===== src/hdl/ude_pkg.sv =====
// Shared types, calendar constants and helper functions for the UTC date to
// epoch seconds block. No dependencies.
package ude_pkg;

   // Years in one Gregorian cycle, and the days that such a cycle spans.
   localparam int unsigned YEARS_PER_CYCLE = 400;
   localparam logic signed [18:0] DAYS_PER_CYCLE = 19'sd146097;

   // x / 400 = (x >> 4) / 25; ceil(2^32 / 25) gives the exact quotient by 25
   // for any dividend below 2^30, taken from product bits 32 and up.
   localparam logic [27:0] RECIP_25 = 28'd171798692;

   // Folding window bounds in years since 1900.
   localparam logic signed [31:0] FOLD_HI = 32'sd100;
   localparam logic signed [31:0] FOLD_LO = -32'sd300;

   // Walk origin: 1970 and the year before it.
   localparam logic signed [9:0] EPOCH_YEAR = 10'sd70;
   localparam logic signed [9:0] PRE_EPOCH_YEAR = 10'sd69;

   localparam logic [8:0] YEAR_LEN_COMMON = 9'd365;
   localparam logic [8:0] YEAR_LEN_LEAP = 9'd366;

   // 86400 = 675 << 7
   localparam logic signed [10:0] SECS_DAY_ODD = 11'sd675;
   localparam int unsigned SECS_DAY_SHIFT = 7;

   localparam logic [3:0] LAST_MONTH = 4'd11;

   localparam logic [8:0] DAYS_BEFORE_COMMON [12] = '{
      9'd0, 9'd31, 9'd59, 9'd90, 9'd120, 9'd151,
      9'd181, 9'd212, 9'd243, 9'd273, 9'd304, 9'd334
   };
   localparam logic [8:0] DAYS_BEFORE_LEAP [12] = '{
      9'd0, 9'd31, 9'd60, 9'd91, 9'd121, 9'd152,
      9'd182, 9'd213, 9'd244, 9'd274, 9'd305, 9'd335
   };

   typedef struct packed {
      logic load;
      logic div_step;
      logic fold;
      logic walk_step;
      logic month;
      logic mul;
      logic finish;
   } ude_cmd_type;

   typedef struct packed {
      logic walk_done;
   } ude_sts_type;

   // Leap test for a folded year (years since 1900, within -300..499).
   // The calendar year then lies in 1600..2399.
   function automatic logic is_leap(input logic signed [9:0] yr);
      logic signed [12:0] cal;
      logic [11:0] c;
      logic century;
      cal = 13'(yr) + 13'sd1900;
      c = cal[11:0];
      century = (c == 12'd1700) || (c == 12'd1800) || (c == 12'd1900) ||
                (c == 12'd2100) || (c == 12'd2200) || (c == 12'd2300) ||
                (c == 12'd1600) || (c == 12'd2400);
      // 1600, 2000 and 2400 are multiples of 400 and stay leap
      if ((c == 12'd1600) || (c == 12'd2000) || (c == 12'd2400)) begin
         century = 1'b0;
      end
      return (c[1:0] == 2'd0) && !century;
   endfunction

   function automatic logic [8:0] year_len(input logic signed [9:0] yr);
      return is_leap(yr) ? YEAR_LEN_LEAP : YEAR_LEN_COMMON;
   endfunction

   // Months past December read as December.
   function automatic logic [8:0] days_before(input logic leap, input logic [3:0] mon);
      logic [3:0] m;
      m = (mon > LAST_MONTH) ? LAST_MONTH : mon;
      return leap ? DAYS_BEFORE_LEAP[m] : DAYS_BEFORE_COMMON[m];
   endfunction

endpackage


===== src/hdl/ude_ctrl.sv =====
// Sequencer for the date conversion: handshakes and datapath commands.
// Depends on ude_pkg.
module ude_ctrl (
   input  logic                 clock,
   input  logic                 reset,
   input  logic                 req_valid,
   output logic                 req_stall,
   output logic                 rsp_valid,
   input  logic                 rsp_stall,
   output ude_pkg::ude_cmd_type cmd,
   input  ude_pkg::ude_sts_type sts
);

   typedef enum logic [2:0] {
      S_IDLE,
      S_DIV,
      S_FOLD,
      S_WALK,
      S_MONTH,
      S_MUL,
      S_FINISH
   } state_type;

   localparam int unsigned DIV_STEPS = 1;

   state_type state_ff;
   logic [4:0] div_cnt_ff;
   logic       rsp_valid_ff;
   logic       out_free;

   assign out_free  = !rsp_valid_ff || !rsp_stall;
   assign req_stall = (state_ff != S_IDLE);
   assign rsp_valid = rsp_valid_ff;

   always_comb begin
      cmd = '0;
      case (state_ff)
         S_IDLE:   cmd.load = req_valid;
         S_DIV:    cmd.div_step = 1'b1;
         S_FOLD:   cmd.fold = 1'b1;
         S_WALK:   cmd.walk_step = !sts.walk_done;
         S_MONTH:  cmd.month = 1'b1;
         S_MUL:    cmd.mul = 1'b1;
         S_FINISH: cmd.finish = out_free;
         default:  cmd = '0;
      endcase
   end

   always_ff @(posedge clock) begin
      if (reset) begin
         state_ff     <= S_IDLE;
         div_cnt_ff   <= '0;
         rsp_valid_ff <= 1'b0;
      end else begin
         if (cmd.finish) begin
            rsp_valid_ff <= 1'b1;
         end else if (!rsp_stall) begin
            rsp_valid_ff <= 1'b0;
         end
         case (state_ff)
            S_IDLE: begin
               div_cnt_ff <= '0;
               if (req_valid) begin
                  state_ff <= S_DIV;
               end
            end
            S_DIV: begin
               div_cnt_ff <= div_cnt_ff + 5'd1;
               if (div_cnt_ff == 5'(DIV_STEPS - 1)) begin
                  state_ff <= S_FOLD;
               end
            end
            S_FOLD:  state_ff <= S_WALK;
            S_WALK: begin
               if (sts.walk_done) begin
                  state_ff <= S_MONTH;
               end
            end
            S_MONTH: state_ff <= S_MUL;
            S_MUL:   state_ff <= S_FINISH;
            S_FINISH: begin
               if (out_free) begin
                  state_ff <= S_IDLE;
               end
            end
            default: state_ff <= S_IDLE;
         endcase
      end
   end

   a_finish_when_free: assert property (@(posedge clock) disable iff (reset)
      cmd.finish |-> (!rsp_valid_ff || !rsp_stall))
      else $error("result written while output register still held");

   a_finish_shows: assert property (@(posedge clock) disable iff (reset)
      cmd.finish |=> rsp_valid_ff)
      else $error("finished result not presented");

   a_div_full: assert property (@(posedge clock) disable iff (reset)
      (state_ff == S_FOLD) |-> ($past(div_cnt_ff) == 5'(DIV_STEPS - 1)))
      else $error("fold entered before quotient ready");

   a_no_accept_busy: assert property (@(posedge clock) disable iff (reset)
      cmd.load |=> (state_ff == S_DIV) && (div_cnt_ff == 5'd0))
      else $error("request not started cleanly");

endmodule


===== config.mk =====
export PLATFORM = sky130hd
export DESIGN_NAME = ude_ctrl
export DESIGN_NICKNAME = d
export VERILOG_FILES = /design/src/hdl/ude_pkg.sv /design/src/hdl/ude_ctrl.sv
export SDC_FILE = /design/constraint.sdc
export NUM_CORES = 1
export LEC_CHECK = 0
export BUFFER_PORTS_ARGS = -buffer_cell sky130_fd_sc_hd__buf_4
export CORE_AREA = 5 5 42 44
export DETAILED_ROUTE_END_ITERATION = 12
export DIE_AREA = 0 0 47 49
export GPL_TIMING_DRIVEN = 0
export SYNTH_ARGS = -nofsm -noshare
export SYNTH_HDL_FRONTEND = slang
export SYNTH_SLANG_ARGS = --single-unit

===== constraint.sdc =====
create_clock -name clock -period 1.1 [get_ports clock]
set_input_delay 0.33 -clock clock [delete_from_list [all_inputs] [get_ports clock]]
set_output_delay 0.33 -clock clock [all_outputs]
set_load 0.02 [all_outputs]

Yosys cells after proc, flatten, opt, wreduce, memory -nomap -nowiden
Cells that the tools add are included.

Order comparisons: 0. $add $sub $neg: 1. Div/mod/pow operators: 0. Shifts and indexed selects: 0. Bitwise operators: 0. Muxes and demuxes: 15. Reductions and logical operators: 9. Multipliers: 0. Equal/unequal tests: 11.

Operator list (count): 3-bit case mux with 7 select lines (1); 3-bit 2-to-1 mux (4); 5-bit case mux with 2 select lines (1); 3-bit == test, second input constant (3); 1-bit 2-to-1 mux (9); 2-bit inequality test, second input constant (4); 3-bit by 2-bit == test with 1-bit output, second input constant (2); 5-bit by 1-bit adder with 5-bit output, second input constant (1); 5-bit logical NOT (1); 4-bit AND reduction (1); 3-bit by 1-bit == test with 1-bit output, second input constant (1); 1-bit logical NOT (3); 3-bit logical NOT (1); 3-bit nonzero test (1); 2-bit by 1-bit inequality test with 1-bit output, second input constant (1); 2-bit nonzero test (1); 1-bit logical OR (1).

Bits in read-only memories: 0. Latch bits: 0. Memories kept: 0. Bits of input ports: 5. RAM bits: 0. Bits in registers: 9. Output and inout port bits: 9.

Depth between registers and ports, before layout
Word-level depth: 4. Mapped depth: 5.

Least setup slack after synthesis
Ideal clock, no wire load.

Kind: register -> output. Start point: register state_ff[1]. End point: output cmd[4] in the netlist's numbering. Path buffers: 1. Required time: 0.770 ns. Path slack: -0.436 ns. Data arrival time: 1.206 ns. Cell stages (with the launch flop): 3. Path through: dfxtp_1 -> clkbuf_1 -> nor3b_1.

RTL lines: from (decl) (line ude_ctrl.sv:26) `state_type state_ff;`; from (signal assigned) (line ude_ctrl.sv:51) `state_ff <= S_IDLE;`; from (signal assigned) (line ude_ctrl.sv:64) `state_ff <= S_DIV;`; from (signal assigned) (line ude_ctrl.sv:70) `state_ff <= S_FOLD;`; to (decl) (line ude_ctrl.sv:10) `output ude_pkg::ude_cmd_type cmd,`.

==> impl_metrics.toml <==
[outcome]
status = "finished, violations left"
failed_checks = "setup timing"

[power]
p_comb_share_pct = 48.6
total_power_mw = 1.30
vdd.ir_drop.worst_v = 0.000805
swShare_pct = 35.3
power.share.sequential_pct = 29.7
pwr_density_cell_nw_per_um2 = 1190
leakage_nw = 0.418
power.switching_mw = 0.458
intPower_mw = 0.838
clockPowerShare_pct = 21.7

[sta]
skew_ns = 0.00243
finalHoldWorstSlack_ns = 0.280
setup-violations-final = 16
fin_crit_sh_pct = 143
worst_slew_pin_slew_ns = 0.274
final_max_slew_viol_count = 0
rsz0062_at_grt = "true"
finalWorstSetupSlack_ns = -0.474
timing.fmax_ghz = 0.635
final.min_clock_period_ns = 1.57
hold_viol = 0
relSlewSlack_pct = 81.6

[synth]
syn-cell-area_um2 = 510
ys_ff_latch = 9
synthCells = 67
synth.avg_cell_area_um2 = 7.62
synth_nets = 74
ys_types = 23
seq_area_frac_synth_pct = 35.3
synth_warnings = 0

[finish]
nNetsFinal = 109
final_common_cell = "buf_6"
fin_util_pct = 77.5
area_growth_pct = 113
fillers = 96
final_cell_area_um2 = 1090
drive_gt1_share_pct = 69.3
layout_common_cells = "buf_6, buf_4"
diodes = 0
multi_input_area_um2 = 477
regArea_um2 = 198

[critical_path]
start_kind = "flip-flop"
setup.worst_path.class = "flip-flop to output port"
crit_path_max_fanout = 2
required_ns = 0.77
cp-end-kind = "output port"
cp-startpoint = "state_ff[0]$_SDFFE_PP0P_"
arrival_ns = 1.24
r2r_start = "state_ff[1]$_SDFFE_PP0P_"

[route]
drt_iter0_markers = 11
via_per_inst = 5.34
wire_per_inst_um = 15.4
ant_nets = 0
vias = 625
drc_errors = 0
wirelength_um = 1800
drt-pass1-iter-count = 4

[cts]
h-tree-depth = 1
clock-sinks = 9
hold_buffers = 0
cts_buffers = 3
cts-root-buf = "clkbuf_4"
cts_tree = "done"
clkSlewWorstSetupHoldPaths_ns = 0.07
clk_latency_ns = 0.27
cts_buffer_depth = 2

[global_routing]
grt_pass1_vias = 579
grt_first_pass_wirelength_um = 2560
antenna_found_initial = 0
track_usage_pct = 15.3
grt_overflow = 0
grt_max_degree = 9

[placement]
io_buffers = 13
placed_cell_area_um2 = 731
gp_congestion = 0.783
hpwl_um = 948

[floorplan]
fp.dieArea_um2 = 2300
start_util_pct = 36.4
chipWidth_um = 47
rows = 14
fp.dieH_um = 49
core_area_um2 = 1400
io_pins = 14

[run]
cap_violations = 0

[min_path]
hold_path.class = "input port to flip-flop"
min_from = "reset"
[layout make-up]
| type | count | area share, % |
|---|---|---|
| tap | 16 | 1.84 |
| sequential | 9 | 18.2 |
| timing repair buffer | 30 | 26.6 |
| inverter | 5 | 1.96 |
| buffer | 3 | 5.07 |
| multi-input combinational | 50 | 43.9 |
| clock buffer | 4 | 2.42 |
[flip-flops by register name, summed over array words and instances, names as in the netlist]
name / count
state_ff: 3
div_cnt_ff: 5
rsp_valid: 1
[routing by layer]
metal / part of all wire (%) / track usage [%] / wire [um]
met1: 40 / 20.1 / 718
met2: 54 / 23.8 / 977
met3: 2.2 / 1.48 / 39
met4: 3.6 / 7.83 / 64
met5: 0 / 0 / 0
[power by group through the flow]
stage	Clock, mW	Sequential [mW]	Combinational (mW)
2_1_floorplan	0	0.379	0.243
3_3_place_gp	0	0.386	0.338
3_5_place_dp	0	0.386	0.341
4_1_cts	0.269	0.374	0.490
5_1_grt	0.306	0.389	0.677
6_report	0.280	0.385	0.630
[cell usage after synthesis (all sizes together)]
cell	count	area share, %
a31oi	1	1.2
nand2b	3	3.7
nand3	2	2.0
nor4b	1	1.7
or3	3	3.7
nor2	6	4.4
nor3b	2	2.9
xnor2	1	1.7
or3b	1	2.2
nand4	1	1.2
nand3b	2	2.9
o32ai	1	1.7
ha	2	4.9
dfxtp	9	35
o221a	1	2.2
o21ai	5	4.9
or2	1	1.2
clkbuf	3	2.2
nand2	4	2.9
a22oi	1	1.5
inv	5	3.7
a21oi	8	7.8
nor3	4	3.9
[kinds of logic after synthesis]
logic type,after synthesis,share of synthesized area (%)
flip-flops,9,35.3
AND/OR/NAND/NOR,30,32.8
XOR/XNOR,1,1.72
buffers and inverters,8,5.88
AO/OA/AOI/OAI,17,19.4
adder cells (fa/ha/maj),2,4.90
[stage by stage]
step | setup TNS (ns) | setup slack, ns | cells
2_1_floorplan | -0.653 | -0.119 | 67
3_5_place_dp | -1.57 | -0.237 | 96
6_report | -4.23 | -0.474 | 117
5_1_grt | -5.10 | -0.519 | 117
3_3_place_gp | -1.51 | -0.233 | 96
4_1_cts | -3.85 | -0.470 | 111
[path summary, 6_finish.rpt]
| check | to | slack (ns) | cells past startpoint |
|---|---|---|---|
| setup / recovery | cmd[6] | -0.47 | 5 |
| hold / removal | rsp_valid$_SDFFE_PP0P_ | 0.28 | 2 |
| setup reg to reg | div_cnt_ff[3]$_SDFFE_PP0P_ | -0.35 | 4 |
| hold reg to reg | div_cnt_ff[4]$_SDFFE_PP0P_ | 0.54 | 2 |
[timing repair]
| action | CTS | global route |
|---|---|---|
| pin swaps | 3 | 10 |
| setup buffers | 11 | 7 |
| endpoints found under the setup margin | 14 | 18 |
| gates resized for setup | 23 | 31 |
[worst max-delay path, cell delays in order (launching register included)]
cell and delay (ns):
dfxtp_2 0.34, buf_6 0.12, nor3_4 0.19, inv_2 0.08, nor2_4 0.12, buf_6 0.12
(Power assumes the default switching activity.)
